[config.mk]
export PLATFORM = sky130hd
export DESIGN_NAME = polygon_perimeter_min_select_core
export DESIGN_NICKNAME = d
export VERILOG_FILES = /design/src/polyper_pkg.sv /design/src/polyper_sqrt.sv /design/src/polygon_perimeter_min_select_core.sv
export SDC_FILE = /design/constraint.sdc
export NUM_CORES = 2
export LEC_CHECK = 0
export ABC_CLOCK_PERIOD_IN_PS = 7550
export BUFFER_PORTS_ARGS = -buffer_cell sky130_fd_sc_hd__buf_2
export CAP_MARGIN = 20
export CORE_ASPECT_RATIO = 1.5
export CORE_MARGIN = 4
export CORE_UTILIZATION = 30
export DETAILED_ROUTE_END_ITERATION = 6
export PLACE_DENSITY = 0.57
export RECOVER_POWER = 25
export SLEW_MARGIN = 0
export SYNTH_ARGS = -nofsm -noshare
export SYNTH_HDL_FRONTEND = slang
export SYNTH_SLANG_ARGS = --single-unit
[constraint.sdc]
create_clock -name clk -period 7.55 [get_ports clk]
set_input_delay 0.3775 -clock clk [delete_from_list [all_inputs] [get_ports clk]]
set_output_delay 0.3775 -clock clk [all_outputs]
set_load 0.05 [all_outputs]
[src/polyper_pkg.sv]
`default_nettype none
package polyper_pkg;

  // polygon index and count width, fixed by the output format
  localparam int IDX_BITS = 16;

  // handshake between the sequencer and the square root unit
  typedef struct packed {
    logic busy;
    logic done;
  } sqrt_stat_t;

endpackage
`default_nettype wire

[src/polyper_sqrt.sv]
`default_nettype none
module polyper_sqrt #(
  parameter int COORD_BITS = 16,
  parameter int FRAC_BITS  = 8
) (
  input  wire                                              clk,
  input  wire                                              rst_n,
  input  wire                                              start,
  input  wire  [2*COORD_BITS:0]                            radicand,
  output logic [(2*COORD_BITS+2*FRAC_BITS+2)/2-1:0]        root,
  output polyper_pkg::sqrt_stat_t                          stat
);
  import polyper_pkg::*;

  localparam int SQ_W   = 2*COORD_BITS + 1;
  localparam int RAD_W  = SQ_W + 2*FRAC_BITS;
  localparam int N      = (RAD_W + 1) / 2;
  localparam int RAD2_W = 2*N;
  localparam int RW     = N + 2;
  localparam int CNT_W  = $clog2(N);

  logic [RAD2_W-1:0] rad_r;
  logic [RW-1:0]     rem_r;
  logic [N-1:0]      root_r;
  logic [CNT_W-1:0]  cnt_r;
  logic              busy_r;
  logic              done_r;

  logic [RW-1:0]     rem_sh;
  logic [RW-1:0]     trial;
  logic              take;

  // one result bit per cycle: bring down two radicand bits, try (root<<2)|1
  assign rem_sh = {rem_r[RW-3:0], rad_r[RAD2_W-1 -: 2]};
  assign trial  = {root_r, 2'b01};
  assign take   = (rem_sh >= trial);

  always_ff @(posedge clk) begin
    if (!rst_n) begin
      busy_r <= 1'b0;
      done_r <= 1'b0;
      cnt_r  <= '0;
    end else begin
      done_r <= 1'b0;
      if (start) begin
        busy_r <= 1'b1;
        cnt_r  <= '0;
      end else if (busy_r) begin
        if (cnt_r == CNT_W'(N-1)) begin
          busy_r <= 1'b0;
          done_r <= 1'b1;
        end
        cnt_r <= cnt_r + 1'b1;
      end
    end
  end

  always_ff @(posedge clk) begin
    if (start) begin
      rad_r  <= RAD2_W'(radicand) << (2*FRAC_BITS);
      rem_r  <= '0;
      root_r <= '0;
    end else if (busy_r) begin
      rad_r <= rad_r << 2;
      if (take) begin
        rem_r  <= rem_sh - trial;
        root_r <= {root_r[N-2:0], 1'b1};
      end else begin
        rem_r  <= rem_sh;
        root_r <= {root_r[N-2:0], 1'b0};
      end
    end
  end

  assign root      = root_r;
  assign stat.busy = busy_r;
  assign stat.done = done_r;

endmodule
`default_nettype wire

[src/polygon_perimeter_min_select_core.sv]
`default_nettype none
// Each edge runs through two squaring states, a start state, the bit-serial square root (one
// step per root bit, ROOT_W = 25 by default) and an accumulate once the root is done. A vertex
// that opens a polygon without closing it is only stored; a middle vertex runs one edge; a
// closing vertex runs two (a lone vertex only its zero-length closing edge), then the minimum
// update and the result word load. One vertex at a time: all edges share one square root unit.
// Reset: synchronous, active low; clears the open polygon, count and index, minimum to all ones.
module polygon_perimeter_min_select_core #(
  parameter int COORD_BITS = 16,
  parameter int FRAC_BITS  = 8,
  parameter int SUM_BITS   = 32
) (
  input  wire                                                          clk,
  input  wire                                                          rst_n,
  input  wire                                                          in_tvalid,
  output logic                                                         in_tready,
  // vertex_x, vertex_y
  input  wire  [((2*COORD_BITS+7)/8)*8-1:0]                            in_tdata,
  input  wire                                                          in_tlast,
  // new_set
  input  wire                                                          in_tuser,
  output logic                                                         out_tvalid,
  input  wire                                                          out_tready,
  // perimeter, figure_index, smallest_perimeter, smallest_index
  output logic [((2*SUM_BITS+2*polyper_pkg::IDX_BITS+7)/8)*8-1:0]      out_tdata,
  // overflowed
  output logic                                                         out_tuser
);
  import polyper_pkg::*;

  localparam int SQ_W   = 2*COORD_BITS + 1;
  localparam int ROOT_W = (2*COORD_BITS + 2*FRAC_BITS + 2) / 2;
  localparam int ACC_W  = ((ROOT_W > SUM_BITS) ? ROOT_W : SUM_BITS) + 1;
  localparam int OUT_W  = 2*SUM_BITS + 2*IDX_BITS;
  localparam int OUT_TW = ((OUT_W + 7) / 8) * 8;

  localparam logic [2:0] S_IDLE  = 3'd0;
  localparam logic [2:0] S_SQX   = 3'd1;
  localparam logic [2:0] S_SQY   = 3'd2;
  localparam logic [2:0] S_START = 3'd3;
  localparam logic [2:0] S_ROOT  = 3'd4;
  localparam logic [2:0] S_FIN   = 3'd5;

  function automatic logic [COORD_BITS-1:0] abs_diff(
    input logic signed [COORD_BITS-1:0] a,
    input logic signed [COORD_BITS-1:0] b
  );
    logic signed [COORD_BITS:0] d;
    d = {a[COORD_BITS-1], a} - {b[COORD_BITS-1], b};
    if (d[COORD_BITS]) d = -d;
    return d[COORD_BITS-1:0];
  endfunction

  logic [2:0]                   state_r;
  logic signed [COORD_BITS-1:0] first_x_r, first_y_r, prev_x_r, prev_y_r;
  logic                         in_poly_r;
  logic [SUM_BITS-1:0]          sum_r;
  logic                         sat_r;
  logic [IDX_BITS-1:0]          count_r;
  logic [SUM_BITS-1:0]          best_r;
  logic [IDX_BITS-1:0]          best_idx_r;
  logic                         last_r;
  logic                         closing_r;
  logic [COORD_BITS-1:0]        dx_r, dy_r;
  logic [SQ_W-1:0]              sq_r;
  logic                         out_valid_r;
  logic [OUT_TW-1:0]            out_data_r;
  logic                         out_user_r;

  logic signed [COORD_BITS-1:0] vx, vy;
  logic                         in_acc;
  logic                         sqrt_start;
  logic [ROOT_W-1:0]            root;
  sqrt_stat_t                   sqrt_stat;
  logic [ACC_W-1:0]             acc_sum;
  logic                         acc_ovf;
  logic                         out_free;
  logic                         is_less;

  assign vx        = in_tdata[COORD_BITS-1:0];
  assign vy        = in_tdata[2*COORD_BITS-1:COORD_BITS];
  assign in_tready = (state_r == S_IDLE);
  assign in_acc    = in_tvalid && in_tready;
  assign sqrt_start = (state_r == S_START);

  assign acc_sum  = ACC_W'(sum_r) + ACC_W'(root);
  assign acc_ovf  = (acc_sum > ACC_W'({SUM_BITS{1'b1}}));
  assign out_free = !out_valid_r || out_tready;
  assign is_less  = (sum_r < best_r);

  polyper_sqrt #(
    .COORD_BITS (COORD_BITS),
    .FRAC_BITS  (FRAC_BITS)
  ) u_sqrt (
    .clk      (clk),
    .rst_n    (rst_n),
    .start    (sqrt_start),
    .radicand (sq_r),
    .root     (root),
    .stat     (sqrt_stat)
  );

  always_ff @(posedge clk) begin
    if (!rst_n) begin
      state_r    <= S_IDLE;
      first_x_r  <= '0;
      first_y_r  <= '0;
      prev_x_r   <= '0;
      prev_y_r   <= '0;
      in_poly_r  <= 1'b0;
      sum_r      <= '0;
      sat_r      <= 1'b0;
      count_r    <= '0;
      best_r     <= '1;
      best_idx_r <= '0;
      last_r     <= 1'b0;
      closing_r  <= 1'b0;
    end else begin
      unique case (state_r)
        S_IDLE: begin
          if (in_acc) begin
            prev_x_r <= vx;
            prev_y_r <= vy;
            last_r   <= in_tlast;
            if (!in_poly_r) begin
              if (in_tuser) begin
                count_r    <= '0;
                best_r     <= '1;
                best_idx_r <= '0;
              end
              first_x_r <= vx;
              first_y_r <= vy;
              sum_r     <= '0;
              sat_r     <= 1'b0;
              if (in_tlast) begin
                // single vertex: closing edge has zero length
                dx_r      <= '0;
                dy_r      <= '0;
                closing_r <= 1'b1;
                state_r   <= S_SQX;
              end else begin
                in_poly_r <= 1'b1;
              end
            end else begin
              dx_r      <= abs_diff(prev_x_r, vx);
              dy_r      <= abs_diff(prev_y_r, vy);
              closing_r <= 1'b0;
              state_r   <= S_SQX;
            end
          end
        end
        S_SQX: begin
          sq_r    <= SQ_W'(dx_r * dx_r);
          state_r <= S_SQY;
        end
        S_SQY: begin
          sq_r    <= sq_r + SQ_W'(dy_r * dy_r);
          state_r <= S_START;
        end
        S_START: begin
          state_r <= S_ROOT;
        end
        S_ROOT: begin
          if (sqrt_stat.done) begin
            if (acc_ovf) begin
              sum_r <= '1;
              sat_r <= 1'b1;
            end else begin
              sum_r <= acc_sum[SUM_BITS-1:0];
            end
            if (closing_r) begin
              state_r <= S_FIN;
            end else if (last_r) begin
              // prev holds this vertex now: close back to the first one
              dx_r      <= abs_diff(prev_x_r, first_x_r);
              dy_r      <= abs_diff(prev_y_r, first_y_r);
              closing_r <= 1'b1;
              state_r   <= S_SQX;
            end else begin
              state_r <= S_IDLE;
            end
          end
        end
        S_FIN: begin
          if (out_free) begin
            if (is_less) begin
              best_r     <= sum_r;
              best_idx_r <= count_r;
            end
            count_r   <= count_r + 1'b1;
            in_poly_r <= 1'b0;
            state_r   <= S_IDLE;
          end
        end
        default: begin
          state_r <= S_IDLE;
        end
      endcase
    end
  end

  // output word register: hold until taken, load when the polygon closes
  always_ff @(posedge clk) begin
    if (!rst_n) begin
      out_valid_r <= 1'b0;
    end else begin
      if (out_valid_r && out_tready) out_valid_r <= 1'b0;
      if (state_r == S_FIN && out_free) out_valid_r <= 1'b1;
    end
  end

  always_ff @(posedge clk) begin
    if (state_r == S_FIN && out_free) begin
      out_data_r <= OUT_TW'({
        (is_less ? count_r : best_idx_r),
        (is_less ? sum_r   : best_r),
        count_r,
        sum_r
      });
      out_user_r <= sat_r;
    end
  end

  assign out_tvalid = out_valid_r;
  assign out_tdata  = out_data_r;
  assign out_tuser  = out_user_r;

endmodule
`default_nettype wire
==> Word-level counts from Yosys, hierarchy flattened <==
Cells that the tools add are included.
{ "word_totals": {"elab_cells": 157, "input_bits": 38, "reg_bits": 421, "output_inout_bits": 99} }
{ "classes": {"n_reduce_logical": 23, "bitwise_logic": 3, "magnitude_cmp": 3, "n_mul": 2, "mux": 72, "n_eq_ne": 15, "addsub": 13} }
{ "op_table": {"columns": ["op", "n"], "rows": [
  ["2-to-1 mux 16 bit", 21],
  ["2-to-1 mux 32 bit", 9],
  ["one-hot mux 16 bit (2 select lines)", 4],
  ["one-hot mux 32 bit (2 select lines)", 2],
  ["2-to-1 mux 49 bit", 2],
  ["subtractor 16 x 16 -> 17 bit", 4],
  ["one-hot mux 33 bit (2 select lines)", 1],
  ["multiplier 16 x 16 -> 32 bit", 2],
  ["negator 16 bit", 4],
  ["adder 32 x 25 -> 33 bit", 1],
  ["adder 33 x 32 -> 33 bit", 1],
  ["> comparator 33 x 32 -> 1 bit (second input constant)", 1],
  ["less-than comparator 32 bit", 1],
  ["greater-or-equal comparator 27 bit", 1],
  ["2-to-1 mux 25 bit", 1],
  ["subtractor 25 bit", 1],
  ["2-to-1 mux 1 bit", 22],
  ["2-to-1 mux 3 bit", 6],
  ["one-hot mux 3 bit (6 select lines)", 1],
  ["adder 16 x 1 -> 16 bit (second input constant)", 1],
  ["AND reduction 4 bit", 3],
  ["inequality test 2 bit (second input constant)", 5],
  ["AND reduction 5 bit", 2],
  ["nonzero test 2 bit", 5],
  ["other kinds (18)", 30]
]} }

==> Logic depth before layout (Yosys ltp) <==
{ "logic_depth": {"ltp_word": 7, "mapped_depth": 26, "ltp_nobuf": 25} }

==> By module <==
Synthesis repeated with hierarchy kept, for this count alone.
{ "unflattened": {"hier_cells": 4316, "hier_area_um2": 39515.4} }
{ "modules_own_cells": {"columns": ["module", "cells_per_inst", "area_each_um2", "instances", "seq_area_each_um2"], "rows": [
  ["polygon_perimeter_min_select_core", 3764, 34235.3, 1, 8227.9],
  ["polyper_sqrt", 552, 5280.1, 1, 2152.1]
]} }

==> Worst setup path before layout <==
OpenSTA, ideal clock, no wires.
{ "synth_path": {"path_kind": "reg2reg", "startpoint": "reg dy_r[10]", "endpoint": "reg sq_r[31] (data pin)", "path_slack_ns": 1.162, "setup_time_ns": 0.268, "synth_period_minus_slack_ns": 6.388, "arrival_time_ns": 6.119, "stages_incl_launch_ff": 26, "n_path_buf": 2, "required_time_ns": 7.282, "cell_sequence": "edfxtp_1 > clkbuf_1 > inv_1 > fa_1 > inv_1 > fa_1 > inv_1 > fa_1 > inv_1 > fa_1 > fa_1 > inv_1 > fa_1 > inv_1 > ha_1 > clkbuf_1 > a21o_1 > a21o_1 > a21oi_1 > o21ai_0 > a221o_1 > o31ai_1 > a21oi_1 > and4b_1 > nor3_1 > o211ai_1"} }
{ "synth_between": {"elab_chain_cells": 3} }
{ "synth_rtl": {"columns": ["item", "line_no", "text"], "rows": [
  ["from (decl)", "polygon_perimeter_min_select_core.sv:64", "logic [COORD_BITS-1:0] dx_r, dy_r;"],
  ["from (signal assigned)", "polygon_perimeter_min_select_core.sv:146", "dy_r <= abs_diff(prev_y_r, vy);"],
  ["from (signal assigned)", "polygon_perimeter_min_select_core.sv:176", "dy_r <= abs_diff(prev_y_r, first_y_r);"],
  ["multiplier 16 x 16 -> 32 bit", "polygon_perimeter_min_select_core.sv:157", "sq_r <= sq_r + SQ_W'(dy_r * dy_r);"],
  ["adder 33 x 32 -> 33 bit", "polygon_perimeter_min_select_core.sv:157", null],
  ["one-hot mux 33 bit (2 select lines)", "polygon_perimeter_min_select_core.sv:119", "unique case (state_r)"],
  ["to (signal assigned)", "polygon_perimeter_min_select_core.sv:153", "sq_r <= SQ_W'(dx_r * dx_r);"],
  ["to (signal assigned)", "polygon_perimeter_min_select_core.sv:157", null],
  ["to (decl)", "polygon_perimeter_min_select_core.sv:65", "logic [SQ_W-1:0] sq_r;"]
]} }
Every way passes these cells.
A chain may end at the register's enable or synchronous reset.

==> Worst setup path in the final report <==
{ "layout_path": {"startpoint": "reg dy_r[5]", "endpoint": "reg sq_r[23] (data pin)"} }
The elaborated chain is that of the path after synthesis.

==> metrics.md <==
| Metric | Value |
|---|---|
| Status | `finished with violations` |
| Violated checks | `max-capacitance violations, max-slew violations` |
| Synth Area per Inst | `between 8 and 9 µm²` |
| FF+latch count, synth | `~420` |
| CP max stage delay | `~0.68 ns` |
| Clock skew | `between 0.02 and 0.03 ns` |
| Hold WC Path Type | `in -> reg` |
| Placed insts | `a little over 6k` |
| DRT Wirelength | `roughly 110000 µm` |
| Vias | `between 20k and 30k` |
| TritonCTS buffer count | `47` |
| Core area | `~130000 µm²` |
| CP Capture Type | `register` |
| Number of global-route vias before repair | `roughly 31k` |
| CP dominant cell by count | `fa_1` |
| Initial Util | `a little under a third` |
| Crit Path Class | `reg -> reg` |
| Grt ovf | `0` |
| Die Height | `449 µm` |
| Unrepaired setup endpoints after global routing | `no` |
| Warnings, synthesis | `0` |
| Total track usage | `between 10% and 20%` |
| Num rows | `around 160` |
| Max Clock Freq | `approximately 140 MHz` |
| Slowest stage cell on the critical path | `edfxtp_1` |
| Die Footprint | `approximately 140000 µm²` |
| CP required | `approximately 8 ns` |
| DR iter-0 viols | `approximately 1.4k` |
| Synth area leader | `fa_1` |
| Synthesized area | `just under 40000 µm²` |
| Root buffer cell | `clkbuf_16` |
| PostCTS Resize Cnt | `0` |
| Max-slew headroom at the worst pin | `-63.0%` |
| H-tree depth | `2` |
| Antenna violations before repair | `10` |
| CP Launch Type | `register` |
| Final hold viol count | `0` |
| Critical Path, Cell by Cell | `buf_4 -> nand2_1 -> fa_1 -> inv_1 -> fa_1 -> inv_1 -> fa_1 -> inv_1 -> fa_1 -> fa_1 -> inv_1 -> fa_1 -> inv_1 -> ha_1 -> nand4_1 -> or2_2 -> or3_1 -> a21boi_0 -> o21a_1 -> o21ai_0 -> nor2b_1 -> o21ai_0 -> o31ai_1` |
| CTS clk-pin slew, worst paths | `0.06 ns` |
| Clk_lat worst skew | `0.61 ns` |
| Chip width | `just over 300 µm` |
| Area grow syn2layout | `11.1%` |
| Top area cells in the synthesized netlist | `fa_1, edfxtp_1, dfxtp_1, ha_1, inv_1` |
| Register area share after synthesis | `between 20% and 30%` |
| Crit-path max FO | `9` |
| Post-synth EDFFs | `195` |
| Mapped Nets | `5123` |
| Top cell type's share of synthesized area | `around 19%` |
| Clock buffer depth | `3` |
| Final period utilization | `between 90% and 100%` |
| Cell variety after synth | `83` |
| Clock sinks | `about 420` |
| Max Cap Viol | `4` |
| Fin nets | `about 5.2k` |
| Largest net degree at the start of global routing | `87` |
| IO Pins | `137` |
| Routed Antenna Nets | `0` |
| Syn Inst Count | `4367` |
| First-pass GRT wire length | `172000 µm` |
| Final setup fails | `0` |
| Pre-antenna DRT Iters | `5` |
| Post-route DRC | `0` |
| Non-filler cells, final | `around 6.2k` |
| Dominant synthesized flop cell | `dfxtp_1` |
| CTS tree | `done` |
| Drt wl/cell | `17.3 µm` |
| Share of flip-flops with an asynchronous set or reset | `0%` |
| Arrival @ worst endpoint | `roughly 7.4 ns` |
| Layout cell share with drive strength beyond 1 | `around 5.3%` |
| Port Buffers | `between 100 and 150` |
| Slew Viols, Final | `143` |
| Worst-Margin Slew | `2.44 ns` |
| Final Wtd Congestion | `a little under 0.9` |
| Minimum clock period | `approximately 7.1 ns` |
| Setup TNS | `0 ns` |
| Dpl hpwl | `around 86000 µm` |
| Vias per cell | `just under 5` |
## layout by cell type, fill, tap and decap left out, drive strengths merged, types with 34 or more instances in the layout
cell type and instances:
a21o 75, o21ai 202, nor2 200, ha 356, a21oi 235, nand2 583
xnor2 139, nand3 41, and2 113, mux2i 48, edfxtp 195, buf 90
clkbuf 161, dfxtp 226, o211ai 45, nor2b 34, nor3 71, xor2 80
o21a 40, inv 745, fa 362
## per-stage QoR
stage               util (%)  setup slack (ns)  hold WS, ns  cell area (µm²)
finish                  33.6             0.442       0.0428            43300
global route            33.6            0.0419       0.0254            43300
CTS                     33.7             0.343     0.000709            43400
detailed placement      32.4             0.396        0.447            41700
global placement        32.3             0.423        0.444            41600
floorplan                  -              1.16        0.409            39000
## layout make-up
type,count,area [µm²]
well taps,1711,2140
clock inverters,29,240
multi-input cells,3046,25300
clock buffers,59,1280
repair buffers,210,1190
flip-flops and latches,421,10400
inverters,742,2790
diodes,2,5.00
fillers,13300,85400
## synthesized netlist by cell type (all sizes together) (20+ instances only)
master,count
a211oi,20
a21o,75
a21oi,235
a31o,26
and2,113
and3,26
clkbuf,143
dfxtp,226
edfxtp,195
fa,362
ha,356
inv,742
mux2,22
mux2i,48
nand2,583
nand2b,24
nand3,41
nand4,26
nor2,200
nor2b,34
nor3,71
o211ai,45
o21a,40
o21ai,202
o21bai,21
o22ai,20
o31ai,24
or3,20
xnor2,139
xor2,80
## worst paths after layout
kind	start	cells past startpoint	to	slack (ns)
worst max-delay path	dy_r[5]$_DFFE_PP_	23	sq_r[23]$_DFFE_PP_	0.44
worst min-delay path	in_tdata[2]	3	first_x_r[2]$_SDFFE_PN0P_	0.04
worst max register to register	dy_r[5]$_DFFE_PP_	23	sq_r[23]$_DFFE_PP_	0.44
worst min register to register	first_x_r[4]$_SDFFE_PN0P_	2	first_x_r[4]$_SDFFE_PN0P_	0.45
## metal layers
metal / track usage [%] / up-vias / wire [µm]
met1: 17.5 / 14600 / 41300
met4: 5.66 / 6 / 4330
met5: 0 / - / 31
li1: - / 14600 / -
met3: 1.50 / 192 / 3300
met2: 30.8 / 520 / 58900
## critical path: cells and delay by family, from the launching register on
kind / cells / cell delay [ns]
buffers and inverters: 6 / 0.55
adder cells (fa/ha/maj): 7 / 3.41
AND/OR/NAND/NOR: 5 / 1.25
flip-flops: 1 / 0.68
AO/OA/AOI/OAI: 5 / 0.95
## flip-flops by register name (all words and copies together), names as in the netlist, 25 cells and up
register,cells
out_tdata,96
u_sqrt.rad_r,34
sq_r,33
best_r,32
sum_r,32
u_sqrt.rem_r,25
u_sqrt.root,25
## logic make-up (layout without fill, tap and decap cells)
kind of cell               Yosys count  after routing  synth area share [%]
adders and majority gates          718            718                  30.0
AOI/OAI and AO/OA                  841            841                  13.8
buffers and inverters              900           1040                  8.70
other                                0              2                     0
muxes                               70             70                  1.87
xor gates and xnor gates           219            219                  4.92
DFF                                421            421                  26.6
and+or+nand+nor                   1198           1198                  14.0
## what timing repair did
item                                    4_1_cts  5_1_grt
endpoints found under the setup margin        0        1
hold buffers                                 18        0
hold endpoints to repair                     35        0
buffers inserted                              0        2
Power is left out: the tool's default activity adds up to more than one toggle a clock period on the data nets, which glitch-free logic cannot reach.
